`config.mk`:
```
export PLATFORM = sky130hd
export DESIGN_NAME = active_transaction_slot_table
export DESIGN_NICKNAME = d
export VERILOG_FILES = /design/src/sv/ats_pkg.sv /design/src/sv/active_transaction_slot_table.sv /design/src/sv/ats_ram.sv /design/src/sv/ats_ctrl.sv /design/src/sv/ats_dp.sv
export SDC_FILE = /design/constraint.sdc
export NUM_CORES = 2
export LEC_CHECK = 0
export BUFFER_PORTS_ARGS = -buffer_cell sky130_fd_sc_hd__buf_2
export CORE_UTILIZATION = 62
export DETAILED_ROUTE_END_ITERATION = 10
export HOLD_SLACK_MARGIN = 0.03
export PLACE_DENSITY = 0.78
export SETUP_SLACK_MARGIN = 0.2
export SYNTH_ARGS = -nofsm -noshare
export SYNTH_HDL_FRONTEND = slang
export SYNTH_SLANG_ARGS = --single-unit
export TNS_END_PERCENT = 30
```
`constraint.sdc`:
```
create_clock -name clk -period 11.9 [get_ports clk]
set_input_delay 1.19 -clock clk [delete_from_list [all_inputs] [get_ports clk]]
set_output_delay 1.19 -clock clk [all_outputs]
set_load 0.01 [all_outputs]
```
`src/sv/ats_pkg.sv`:
```
package ats_pkg;

	localparam int SLOT_COUNT = 64;
	localparam int SLOT_W = $clog2(SLOT_COUNT);

	localparam int CMD_W = 3;
	localparam int SLOT_IN_W = 6;
	localparam int TIME_W = 64;
	localparam int STATUS_W = 2;

	localparam int IN_BITS = CMD_W + SLOT_IN_W + TIME_W;
	localparam int IN_TDATA_W = ((IN_BITS + 7) / 8) * 8;
	localparam int OUT_TDATA_W = STATUS_W + SLOT_IN_W + TIME_W;

	localparam logic [TIME_W-1:0] IDLE_MARK = '1;

	typedef enum logic [CMD_W-1:0] {
		CMD_ASSIGN  = 3'd0,
		CMD_RELEASE = 3'd1,
		CMD_BEGIN   = 3'd2,
		CMD_END     = 3'd3,
		CMD_QUERY   = 3'd4
	} cmd_t;

	typedef enum logic [STATUS_W-1:0] {
		ST_OK      = 2'd0,
		ST_FULL    = 2'd1,
		ST_ZERO_TS = 2'd2
	} status_t;

	typedef enum logic [2:0] {
		S_IDLE,
		S_DECODE,
		S_ASSIGN,
		S_QUERY,
		S_QDRAIN,
		S_DONE
	} state_t;

	typedef struct packed {
		logic load;
		logic scan_inc;
		logic rd_issue;
		logic full_set;
		logic finish;
	} dp_cmd_t;

	typedef struct packed {
		cmd_t cmd;
		logic slot_free;
		logic scan_last;
		logic out_free;
	} dp_stat_t;

endpackage

```
`src/sv/active_transaction_slot_table.sv`:
```
// Active transaction slot table.
// Commands arrive as transactions on the s_ channel and each one produces
// exactly one result transaction on the m_ channel, in order.
// Assign searches the occupancy flags from slot 0 upwards, one slot per
// cycle, and takes the first free one; query reads the 64-bit entry memory
// one slot per cycle through its single read port and keeps a running
// minimum of the occupied entries.
// Release, begin and end go from decode straight to completion; assign
// scans until it finds a free slot or reaches the last one; query always
// scans every slot and then drains the last read before completion.
// One command is worked on at a time; the next is accepted once the result
// has moved to the output register, so a result may wait there while the
// next one is already being processed.
// When the receiver stalls, the result is held in the output register and
// the next command waits at completion until that result is taken.
// Reset marks every slot free at once; the entry memory itself needs no
// clearing, so the block is ready in the first cycle after reset.
module active_transaction_slot_table (
	input  logic                            clk,
	input  logic                            arst_n,
	input  logic                            s_tvalid,
	output logic                            s_tready,
	// command [2:0], slot [8:3], start_time [72:9], zero padding above
	input  logic [ats_pkg::IN_TDATA_W-1:0]  s_tdata,
	output logic                            m_tvalid,
	input  logic                            m_tready,
	// status [1:0], assigned_slot [7:2], oldest_time [71:8]
	output logic [ats_pkg::OUT_TDATA_W-1:0] m_tdata
);

	ats_pkg::dp_cmd_t  cmd;
	ats_pkg::dp_stat_t stat;

	ats_ctrl u_ctrl (
		.clk     (clk),
		.arst_n  (arst_n),
		.s_tvalid(s_tvalid),
		.s_tready(s_tready),
		.stat    (stat),
		.cmd     (cmd)
	);

	ats_dp u_dp (
		.clk     (clk),
		.arst_n  (arst_n),
		.s_tdata (s_tdata),
		.m_tvalid(m_tvalid),
		.m_tready(m_tready),
		.m_tdata (m_tdata),
		.cmd     (cmd),
		.stat    (stat)
	);

endmodule

```
`src/sv/ats_ram.sv`:
```
module ats_ram #(
	parameter int WIDTH = 64,
	parameter int DEPTH = 64
) (
	input  logic                     clk,
	input  logic                     we,
	input  logic [$clog2(DEPTH)-1:0] waddr,
	input  logic [WIDTH-1:0]         wdata,
	input  logic [$clog2(DEPTH)-1:0] raddr,
	output logic [WIDTH-1:0]         rdata
);

	logic [WIDTH-1:0] mem_q [DEPTH];

	always_ff @(posedge clk) begin
		if (we) begin
			mem_q[waddr] <= wdata;
		end
		rdata <= mem_q[raddr];
	end

endmodule

```
`src/sv/ats_ctrl.sv`:
```
module ats_ctrl (
	input  logic             clk,
	input  logic             arst_n,
	input  logic             s_tvalid,
	output logic             s_tready,
	input  ats_pkg::dp_stat_t stat,
	output ats_pkg::dp_cmd_t  cmd
);

	ats_pkg::state_t state_q, state_d;

	always_ff @(posedge clk or negedge arst_n) begin
		if (!arst_n) begin
			state_q <= ats_pkg::S_IDLE;
		end else begin
			state_q <= state_d;
		end
	end

	always_comb begin
		state_d = state_q;
		unique case (state_q)
			ats_pkg::S_IDLE: begin
				if (s_tvalid) begin
					state_d = ats_pkg::S_DECODE;
				end
			end
			ats_pkg::S_DECODE: begin
				unique case (stat.cmd)
					ats_pkg::CMD_ASSIGN: state_d = ats_pkg::S_ASSIGN;
					ats_pkg::CMD_QUERY:  state_d = ats_pkg::S_QUERY;
					default:             state_d = ats_pkg::S_DONE;
				endcase
			end
			ats_pkg::S_ASSIGN: begin
				if (stat.slot_free || stat.scan_last) begin
					state_d = ats_pkg::S_DONE;
				end
			end
			ats_pkg::S_QUERY: begin
				if (stat.scan_last) begin
					state_d = ats_pkg::S_QDRAIN;
				end
			end
			ats_pkg::S_QDRAIN: state_d = ats_pkg::S_DONE;
			ats_pkg::S_DONE: begin
				if (stat.out_free) begin
					state_d = ats_pkg::S_IDLE;
				end
			end
			default: state_d = ats_pkg::S_IDLE;
		endcase
	end

	always_comb begin
		cmd = '0;
		s_tready = 1'b0;
		unique case (state_q)
			ats_pkg::S_IDLE: begin
				s_tready = 1'b1;
				cmd.load = s_tvalid;
			end
			ats_pkg::S_ASSIGN: begin
				if (!stat.slot_free) begin
					if (stat.scan_last) begin
						cmd.full_set = 1'b1;
					end else begin
						cmd.scan_inc = 1'b1;
					end
				end
			end
			ats_pkg::S_QUERY: begin
				cmd.rd_issue = 1'b1;
				cmd.scan_inc = !stat.scan_last;
			end
			ats_pkg::S_DONE: begin
				cmd.finish = stat.out_free;
			end
			default: ;
		endcase
	end

endmodule

```
`src/sv/ats_dp.sv`:
```
module ats_dp (
	input  logic                           clk,
	input  logic                           arst_n,
	input  logic [ats_pkg::IN_TDATA_W-1:0] s_tdata,
	output logic                           m_tvalid,
	input  logic                           m_tready,
	output logic [ats_pkg::OUT_TDATA_W-1:0] m_tdata,
	input  ats_pkg::dp_cmd_t               cmd,
	output ats_pkg::dp_stat_t              stat
);

	localparam int SW = ats_pkg::SLOT_W;
	localparam int TW = ats_pkg::TIME_W;

	ats_pkg::cmd_t                   cmd_q;
	logic [ats_pkg::SLOT_IN_W-1:0]   slot_q;
	logic [TW-1:0]                   time_q;
	logic [SW-1:0]                   scan_q;
	logic                            full_q;
	logic [ats_pkg::SLOT_COUNT-1:0]  valid_q;
	logic [TW-1:0]                   best_q;
	logic                            rd_pend_s1;
	logic [SW-1:0]                   rd_idx_s1;
	logic                            out_valid_q;
	logic [ats_pkg::OUT_TDATA_W-1:0] out_data_q;

	logic          in_range;
	logic [SW-1:0] slot_idx;
	logic          we;
	logic [SW-1:0] waddr;
	logic [TW-1:0] wdata;
	logic [TW-1:0] rdata;
	logic          set_valid;
	logic          clr_valid;
	ats_pkg::status_t          res_status;
	logic [ats_pkg::SLOT_IN_W-1:0] res_slot;
	logic [TW-1:0]             res_time;

	assign in_range = 32'(slot_q) < ats_pkg::SLOT_COUNT;
	assign slot_idx = SW'(slot_q);

	ats_ram #(
		.WIDTH(TW),
		.DEPTH(ats_pkg::SLOT_COUNT)
	) u_ram (
		.clk  (clk),
		.we   (we),
		.waddr(waddr),
		.wdata(wdata),
		.raddr(scan_q),
		.rdata(rdata)
	);

	always_comb begin
		we = 1'b0;
		waddr = slot_idx;
		wdata = ats_pkg::IDLE_MARK;
		set_valid = 1'b0;
		clr_valid = 1'b0;
		res_status = ats_pkg::ST_OK;
		res_slot = '0;
		res_time = '0;
		unique case (cmd_q)
			ats_pkg::CMD_ASSIGN: begin
				waddr = scan_q;
				if (full_q) begin
					res_status = ats_pkg::ST_FULL;
				end else begin
					we = 1'b1;
					set_valid = 1'b1;
					res_slot = ats_pkg::SLOT_IN_W'(scan_q);
				end
			end
			ats_pkg::CMD_RELEASE: begin
				clr_valid = in_range;
			end
			ats_pkg::CMD_BEGIN: begin
				wdata = time_q;
				if (time_q == '0) begin
					res_status = ats_pkg::ST_ZERO_TS;
				end else if (in_range) begin
					we = 1'b1;
					set_valid = 1'b1;
				end
			end
			ats_pkg::CMD_END: begin
				we = in_range;
				set_valid = in_range;
			end
			ats_pkg::CMD_QUERY: begin
				res_time = best_q;
			end
			default: ;
		endcase
		we = we && cmd.finish;
		set_valid = set_valid && cmd.finish;
		clr_valid = clr_valid && cmd.finish;
	end

	always_ff @(posedge clk) begin
		if (cmd.load) begin
			slot_q <= s_tdata[ats_pkg::CMD_W +: ats_pkg::SLOT_IN_W];
			time_q <= s_tdata[ats_pkg::CMD_W + ats_pkg::SLOT_IN_W +: TW];
		end
		rd_idx_s1 <= scan_q;
		if (cmd.finish) begin
			out_data_q <= {res_time, res_slot, res_status};
		end
	end

	always_ff @(posedge clk or negedge arst_n) begin
		if (!arst_n) begin
			cmd_q <= ats_pkg::CMD_ASSIGN;
			scan_q <= '0;
			full_q <= 1'b0;
			valid_q <= '0;
			best_q <= '0;
			rd_pend_s1 <= 1'b0;
			out_valid_q <= 1'b0;
		end else begin
			rd_pend_s1 <= cmd.rd_issue;
			if (cmd.load) begin
				cmd_q <= ats_pkg::cmd_t'(s_tdata[ats_pkg::CMD_W-1:0]);
				scan_q <= '0;
				full_q <= 1'b0;
				best_q <= '0;
			end else begin
				if (cmd.scan_inc) begin
					scan_q <= scan_q + 1'b1;
				end
				if (cmd.full_set) begin
					full_q <= 1'b1;
				end
				if (rd_pend_s1 && valid_q[rd_idx_s1] && (best_q == '0 || rdata < best_q)) begin
					best_q <= rdata;
				end
			end
			if (set_valid) begin
				valid_q[waddr] <= 1'b1;
			end else if (clr_valid) begin
				valid_q[slot_idx] <= 1'b0;
			end
			if (cmd.finish) begin
				out_valid_q <= 1'b1;
			end else if (m_tready) begin
				out_valid_q <= 1'b0;
			end
		end
	end

	assign m_tvalid = out_valid_q;
	assign m_tdata = out_data_q;

	assign stat.cmd = cmd_q;
	assign stat.slot_free = !valid_q[scan_q];
	assign stat.scan_last = scan_q == SW'(ats_pkg::SLOT_COUNT - 1);
	assign stat.out_free = !out_valid_q || m_tready;

	a_assign_marks_slot: assert property (@(posedge clk) disable iff (!arst_n)
		cmd.finish && cmd_q == ats_pkg::CMD_ASSIGN && !full_q |=> valid_q[$past(scan_q)])
		else $error("assigned slot not marked as occupied");

	a_full_only_when_all_used: assert property (@(posedge clk) disable iff (!arst_n)
		cmd.finish && cmd_q == ats_pkg::CMD_ASSIGN && full_q |-> &valid_q)
		else $error("table reported full while a slot is free");

	a_empty_query_zero: assert property (@(posedge clk) disable iff (!arst_n)
		cmd.finish && cmd_q == ats_pkg::CMD_QUERY && valid_q == '0 |-> best_q == '0)
		else $error("query on an empty table gave a non-zero time");

	a_scan_no_writes: assert property (@(posedge clk) disable iff (!arst_n)
		cmd.rd_issue || rd_pend_s1 |-> !we)
		else $error("table written during a query scan");

endmodule
```
==> results.json <==
{
  "avgSynthCellArea_um2": 24.0,
  "synth_ff_type": "edfxtp_1",
  "drc": 0,
  "antenna_left": 0,
  "port_buffers": 150,
  "p_comb_share_pct": 20.2,
  "async_flop_share_pct": 3.21,
  "hold_viol": 0,
  "gp_congestion": 0.915,
  "fin_crit_sh_pct": 56.4,
  "worstSetupPathType": "register to register",
  "nNetsFinal": 7707,
  "cp-start-kind": "register",
  "p_clk_share_pct": 34.1,
  "start_util_pct": 62.4,
  "worst_slew_pin_slew_ns": 1.45,
  "syn_inst": 7118,
  "switchingPower_w": 0.0119,
  "worstPathArrival_ns": 7.30,
  "endpoint_kind": "register",
  "status": "complete, no violations",
  "hold_path_class": "primary input to asynchronous set/reset pin",
  "wl_um": 504000,
  "vias_per_cell": 7.67,
  "worst-path-buf-inv": 3,
  "dpl.hpwl_um": 246000,
  "cts-resized-gates": 0,
  "postCtsSetupRepairBufs": 0,
  "period_needed_ns": 6.71,
  "dieArea_mm2": 0.277,
  "leakagePower_nw": 57.0,
  "p_per_area_mw_per_mm2": 217,
  "fin_cells": 11500,
  "insertion_delay_ns": 0.99,
  "die_h_um": 527,
  "first_global_vias": 88600,
  "slowest_stage": "nor2_4",
  "ys_types": 52,
  "cts.sinks": 4451,
  "clk_pin_slew_ns": 0.06,
  "power.share.sequential_pct": 45.7,
  "setup_viol": 0,
  "slew_headroom_pct": 3.31,
  "track_usage_pct": 36.7,
  "grt_pass1_wl_um": 696000,
  "cp_cell_sequence": "buf_4 > nor4_1 > nand4_1 > nor4_1 > a41oi_2 > o2111ai_2 > nor2_4 > buf_4 > buf_4",
  "ir_worst_vdd_mv": 0.652,
  "cp_slowest_stage_delay_ns": 1.13,
  "drv_cap": 0,
  "internal_power_w": 0.0296,
  "coreArea_mm2": 0.274,
  "first_pass_iters": 8,
  "crit_top_cell": "buf_4",
  "dr_total_vias": 88500,
  "rows": 192,
  "synth_area_mm2": 0.171,
  "cp.required_ns": 12.49,
  "hold_slack_ns": 0.303,
  "grt_max_degree": 133,
  "p_sw_share_pct": 28.6,
  "hold_buffers": 0,
  "htreeDepth": 5,
  "syn_to_final_growth_pct": 12.2,
  "rsz0062_at_grt": "false",
  "max_freq_mhz": 149,
  "antenna_found_initial": 33,
  "yosysSeqAreaShare_pct": 77.5,
  "clk_path_buf_depth": 4,
  "wl_per_cell_um": 43.7,
  "die_w_um": 527,
  "cts_tree": "yes",
  "dp.cells": 10700,
  "drive_above_1_share_pct": 31.9,
  "drt_iter0_drc": 16400,
  "drv_slew": 0,
  "ys_ff_latch": 4451,
  "ys_warn_count": 0,
  "grt-ovfl-total": 0,
  "root_buffer": "clkbuf_16",
  "path_max_fanout": 46,
  "final_util_pct": 70.0,
  "clock_skew_ns": 0.0816,
  "cts-buffers-inserted": 421,
  "fin_tns_setup_ns": 0,
  "synth_edf_count": 4238,
  "crit_family": "buffers and inverters",
  "num_io_pins": 158,
  "syn_nets": 7266
}
-- placed cells by master, fill, tap and decap left out, drive strengths merged, types with 58 or more instances in the layout --
cell	instances
a21oi	93
a2bb2oi	62
and2	72
buf	407
clkbuf	545
clkinv	160
dfrtp	143
dfxtp	70
edfxtp	4238
ha	64
inv	85
mux4	1381
nand2	58
nand4	83
nor2	91
o31ai	68
or3	69
-- registers in the layout (all words and copies together) (netlist names) --
| signal | flops |
|---|---|
| u_dp.m_tdata | 72 |
| u_dp.m_tvalid | 1 |
| u_dp.rd_pend_s1 | 1 |
| u_dp.best_q | 64 |
| u_dp.u_ram.rdata | 64 |
| u_ctrl.state_q | 3 |
| u_dp.slot_idx | 6 |
| u_dp.scan_q | 6 |
| u_dp.valid_q | 64 |
| u_dp.cmd_q | 3 |
| u_dp.full_q | 1 |
| u_dp.rd_idx_s1 | 6 |
| u_dp.time_q | 64 |
| u_dp.u_ram.mem_q | 4096 |
-- routing by layer --
metal / track usage, % / part of all wire (%)
met1: 46.8 / 31
met2: 56.3 / 47
met3: 10.7 / 14
met4: 23.1 / 7.8
met5: 0 / 0.036
-- cell usage after synthesis (all sizes together), types with 58 or more instances --
library cell	number	share of area [%]
o31ai	68	0.30
nand2	58	0.13
or3	69	0.25
nand4	83	0.30
dfxtp	70	0.82
clkbuf	262	0.58
nor2	91	0.20
dfrtp	143	2.1
a21oi	93	0.27
buf	127	0.36
mux4	1381	18
edfxtp	4238	75
ha	64	0.47
inv	73	0.16
a2bb2oi	62	0.32
and2	72	0.26
-- cells by family (layout without fill, tap and decap cells) --
logic type      count (synthesis)  after routing  share of synthesized area (%)
fa+ha+maj                      64             64                          0.469
mux                          1395           1395                           18.3
xor+xnor                        1              1                        0.00513
compound gates                277            277                           1.12
simple gates                  467            467                           1.49
buf+inv                       463           1277                           1.10
other cells                     0             15                              0
flops                        4451           4451                           77.5
-- worst register-to-register path, stage by stage, from the launching register on --
cell	delay, ns
dfrtp_4	0.80
buf_4	0.77
nor4_1	0.24
nand4_1	0.16
nor4_1	0.08
a41oi_2	0.92
o2111ai_2	0.69
nor2_4	1.14
buf_4	0.82
buf_4	0.60
-- path summary, 6_finish.rpt --
path / start / endpoint / slack (ns) / cells past startpoint
hold / removal: arst_n / u_dp.scan_q[2]$_DFFE_PN0P_ / 0.30 / 1
max in group asynchronous: arst_n / u_dp.cmd_q[0]$_DFFE_PN0P_ / 9.98 / 2
setup / recovery: u_dp.cmd_q[0]$_DFFE_PN0P_ / u_dp.u_ram.mem_q[16][63]$_DFFE_PP_ / 5.19 / 9
setup reg to reg: u_dp.cmd_q[0]$_DFFE_PN0P_ / u_dp.u_ram.mem_q[16][63]$_DFFE_PP_ / 5.19 / 9
min in group clk: s_tdata[55] / u_dp.time_q[46]$_DFFE_PP_ / 0.37 / 1
hold reg to reg: u_dp.u_ram.rdata[38]$_DFF_P_ / u_dp.best_q[38]$_DFFE_PN0P_ / 0.47 / 2
-- through the flow --
step	instance area, um^2	total power, W	setup slack (ns)
3_3_place_gp	177000	0.0269	5.41
5_1_grt	191000	0.0423	5.32
3_5_place_dp	177000	0.0272	5.19
2_1_floorplan	171000	0.0241	3.93
6_report	191000	0.0415	5.19
4_1_cts	191000	0.0413	5.48
-- cell type report --
class / count / area [um^2]
well taps: 3589 / 4490
diodes: 15 / 37.5
multi-input cells: 2204 / 37100
clock inverters: 251 / 3050
clock buffers: 545 / 11400
fillers: 14500 / 82200
repair buffers: 407 / 2770
inverters: 74 / 285
flip-flops and latches: 4451 / 132000
-- power groups by stage --
stage          logic (W)  clock network (W)  registers (W)
2_1_floorplan    0.00513                  0         0.0189
3_3_place_gp     0.00770                  0         0.0192
3_5_place_dp     0.00794                  0         0.0192
4_1_cts          0.00822             0.0142         0.0189
5_1_grt          0.00860             0.0147         0.0190
6_report         0.00838             0.0141         0.0190
(Power assumes the default switching activity.)
